==> config.mk <==
export PLATFORM = sky130hd
export DESIGN_NAME = mwce_cell
export DESIGN_NICKNAME = d
export VERILOG_FILES = /design/src/mwce_pkg.sv /design/src/mwce_cell.sv
export SDC_FILE = /design/constraint.sdc
export NUM_CORES = 1
export LEC_CHECK = 0
export ABC_AREA = 1
export CORE_ASPECT_RATIO = 0.75
export CORE_UTILIZATION = 60
export DETAILED_ROUTE_END_ITERATION = 8
export DONT_BUFFER_PORTS = 1
export GPL_TIMING_DRIVEN = 0
export PLACE_DENSITY_LB_ADDON = 0.05
export RECOVER_POWER = 100
export SETUP_SLACK_MARGIN = 0.02
export SKIP_CTS_REPAIR_TIMING = 1
export SLEW_MARGIN = 40
export SYNTH_ARGS = -nofsm -noshare
export SYNTH_HDL_FRONTEND = slang
export SYNTH_SLANG_ARGS = --single-unit
==> constraint.sdc <==
create_clock -name clock -period 9.95 [get_ports clock]
set_clock_uncertainty 0.2 [all_clocks]
set_input_delay 1.99 -clock clock [delete_from_list [all_inputs] [get_ports clock]]
set_output_delay 1.99 -clock clock [all_outputs]
set_load 0.005 [all_outputs]
==> src/mwce_pkg.sv <==
// shared widths, operation and register codes, and the cell control bundle
`default_nettype none
package mwce_pkg;

   localparam int OFS_W  = 11;  // signed drop offset held by a cell
   localparam int CNT_W  = 9;   // column_count register
   localparam int HGT_W  = 10;  // screen_height register
   localparam int ROW_W  = 10;
   localparam int COL_W  = 8;
   localparam int RND_W  = 8;
   localparam int TCK_W  = 4;
   localparam int OP_W   = 2;
   localparam int SEED_W = 5;   // unscaled seed, -15..0
   localparam int CSR_W  = 10;
   localparam int IDX_W  = 11;  // common width for column index compares

   localparam logic [OP_W-1:0] OP_LOAD  = 2'd0;
   localparam logic [OP_W-1:0] OP_TICK  = 2'd1;
   localparam logic [OP_W-1:0] OP_QUERY = 2'd2;

   localparam logic CSR_COLUMN_COUNT  = 1'b0;
   localparam logic CSR_SCREEN_HEIGHT = 1'b1;

   typedef struct packed {
      logic             step;
      logic [CNT_W-1:0] count;
      logic [HGT_W-1:0] height;
   } mwce_ctrl_type;

endpackage
`default_nettype wire

==> src/mwce_cell.sv <==
// one ring cell: holds one column offset and its tag, applies a melt step on the way through
`default_nettype none
module mwce_cell
   import mwce_pkg::*;
#(
   parameter int TAG_W      = 8,
   parameter int CELL_INDEX = 0,
   parameter int SCALE      = 1
) (
   input  wire logic                    clock,
   input  wire logic                    reset,
   input  wire mwce_ctrl_type           ctrl,
   input  wire logic signed [OFS_W-1:0] nb_offset,
   input  wire logic [TAG_W-1:0]        nb_tag,
   output logic signed [OFS_W-1:0]      offset,
   output logic [TAG_W-1:0]             tag
);

   localparam int EXT_W = OFS_W + 1;
   localparam logic signed [EXT_W-1:0] STEP_S   = EXT_W'(SCALE);
   localparam logic signed [EXT_W-1:0] FAST_LIM = EXT_W'(16 * SCALE);
   localparam logic signed [EXT_W-1:0] SLOW_DY  = EXT_W'(8 * SCALE);

   logic signed [OFS_W-1:0] offset_ff, offset_in;
   logic [TAG_W-1:0]        tag_ff, tag_in;
   logic signed [EXT_W-1:0] y, h, dy, sum, moved_y;
   logic                    active;

   always_comb begin
      y      = {nb_offset[OFS_W-1], nb_offset};
      h      = {{(EXT_W-HGT_W){1'b0}}, ctrl.height};
      active = {{(IDX_W-TAG_W){1'b0}}, nb_tag} < {{(IDX_W-CNT_W){1'b0}}, ctrl.count};
      // accelerating drop until the fast limit, then a fixed drop
      dy  = (y < FAST_LIM) ? y + STEP_S : SLOW_DY;
      sum = y + dy;
      if (y < 0) begin
         moved_y = y + STEP_S;
      end else if (y < h) begin
         moved_y = (sum >= h) ? h : sum;
      end else begin
         moved_y = y;
      end
      offset_in = (ctrl.step && active) ? moved_y[OFS_W-1:0] : nb_offset;
      tag_in    = nb_tag;
   end

   always_ff @(posedge clock) begin
      if (reset) begin
         tag_ff <= TAG_W'(CELL_INDEX);
      end else begin
         tag_ff <= tag_in;
      end
   end

   always_ff @(posedge clock) begin
      offset_ff <= offset_in;
   end

   assign offset = offset_ff;
   assign tag    = tag_ff;

endmodule
`default_nettype wire

==> results.toml <==
[outcome]
status = "finished, final reports clean"

[global_route]
antenna_found_initial = 0
grt_max_degree = 11
grt_overflow_total = 0
grt_first_pass_wirelength_mm = 10.87
grt_pass1_vias = 2334
groute.usage.overall_pct = 30.85

[logic_synthesis]
ys.flop_type = "dfxtp_1"
yosysTopAreaCell = "nand2_1"
yosys_warnings = 0
yosysMostFrequentCell = "nand2_1"
yosysSeqAreaShare_pct = 15.12
synth_common_cells = "nand2_1 (122), inv_1 (62), nand3_1 (35), nor2_1 (35), a21oi_1 (32)"
synth_fp_nets = 490
synth.area.top_cells = "nand2_1 (18%), ha_1 (15%), dfxtp_1 (15%)"
synth-edff-count = 0
synthArstFlopShare_pct = 0
avgSynthCellArea_um2 = 6.017
netlist_instances = 418
synth_top_area_share_pct = 18.21
synth.distinct_cells = 36
synth-seq-cells = 19
synthesis.area_um2 = 2515

[clock_tree]
clockBufferDepth = 2
htree_num_levels = 1
cts.clk_slew.worst_paths_ns = 0.06
cts_buffers = 3
cts_tree = "yes"
clock-sinks = 19
clockRootBuffer = "clkbuf_8"

[cells_and_area]
drive_gt1_share_pct = 8.531
final_nets = 495
diodes = 0
syn2layout_area_growth_pct = 3.284

[power_and_ir_drop]
sw_frac_of_total_pct = 39.76
leakage_nw = 1.463
totalPowerFinal_uw = 257.2
p_seq_share_pct = 33.9
ir_drop_mv = 0.08081
powerDensity_nw_per_um2 = 99.04
p_int_uw = 155.0
p_clk_share_pct = 20.2
p_switching_uw = 102.3
comb_power_share_pct = 45.8

[critical_path]
crit_type = "primary input to flip-flop"
cp_max_fo = 10
cpMostUsedCell = "nand2_1"
cp-start-kind = "primary input"
cp.required_ns = 9.94
worst_ep_arrival_time_ns = 6.10
path_buf_inv = 5
end_kind = "flip-flop"
cp_top_family = "simple AND/OR/NAND/NOR gates"
crit_slowest_cell = "xor2_1"
max_stage_delay_ns = 0.34

[timing]
max-slew-margin-rel_pct = 65.43
hold_violations = 0
tns_ns = 0
rsz0062_at_grt = "false"
slew_violations = 0
setup_violations = 0
layout_min_cycle_time_ns = 6.107
max_freq_mhz = 163.8
fin_crit_sh_pct = 61.38
whs_ns = 1.641
tightest_slew_ns = 0.5186

[route]
drt_iter0_markers = 276
routed_wl_mm = 6.564
wire_per_inst_um = 13.85
via_per_inst = 5.424
dr.pass1.iters = 6
drc = 0
ant_nets = 0
via_count = 2571

[worst_hold_path]
hp-class = "primary input to flip-flop"

[die]
ios = 60
dieHeight_um = 58.07
fp-row-count = 19
start_util_pct = 65.71
core_um2 = 3827
die_area_um2 = 4457
die_w_um = 76.76

[place]
dp_hpwl_mm = 5.445
port_buffers = 0
gp_congestion = 0.9562

[job]
cap_violations = 0
## layout make-up
class / count / area (µm²)
sequential: 19 / 380.4
clock buffer: 4 / 45.04
multi-input combinational: 317 / 1764
inverter: 69 / 259.0
fill: 371 / 1230
buffer: 13 / 83.83
tap: 52 / 65.06
## power groups by stage
stage	Sequential, mW	Combinational [mW]	Clock (mW)
final	0.0873	0.118	0.0520
after global placement	0.0890	0.114	0
after floorplan	0.0881	0.0931	0
after CTS	0.0875	0.118	0.0523
after global routing	0.0877	0.135	0.0551
after detailed placement	0.0893	0.117	0
## worst paths after layout
| path | from | end | slack, ns | cells after the start |
|---|---|---|---|---|
| worst max-delay path | nb_offset[4] | offset[4] | 3.84 | 29 |
| worst min-delay path | nb_tag[3] | tag[3] | 1.64 | 2 |
## metal layers
| layer | track usage (%) | share of wire [%] | wire [µm] |
|---|---|---|---|
| met1 | 44.65 | 46 | 3041 |
| met5 | 0 | 0 | 0 |
| met3 | 4.882 | 9.4 | 614 |
| met2 | 49.36 | 44 | 2894 |
| met4 | 3.846 | 0.21 | 14 |
## flip-flops by register name, summed over array words and instances (netlist names)
signal and count:
tag 8, offset 11
## through the flow
stage               cells  setup WS [ns]  instance area, µm²  utilization, %
floorplan             418          4.705                2515               -
global placement      470          4.194                2580           67.41
detailed placement    470          4.161                2580           67.41
CTS                   474          4.393                2625           68.58
global route          474          3.492                2597           67.87
finish                474          3.843                2597           67.87
## cells by family (layout without fill, tap and decap cells)
logic type | after synthesis | in the layout | synth area share, %
AND/OR/NAND/NOR | 228 | 228 | 41.00
adder cells (fa/ha/maj) | 31 | 31 | 15.42
AO/OA/AOI/OAI | 48 | 48 | 11.19
flip-flops | 19 | 19 | 15.12
XOR/XNOR | 10 | 10 | 3.483
buffers and inverters | 82 | 86 | 13.78
## cell usage in the layout, fill, tap and decap left out, drive strengths merged
cell,instances
nand3b,4
a21oi,33
o21bai,3
nor2,40
nand2,131
xor2,7
a221o,1
o21ba,1
o211ai,1
nand4,4
nor3,7
nand3,39
or2,2
a21boi,1
inv,68
clkinv,1
clkbuf,10
buf,7
dfxtp,19
xnor2,3
ha,31
nor3b,1
o21ai,8
(Power assumes the default switching activity.)
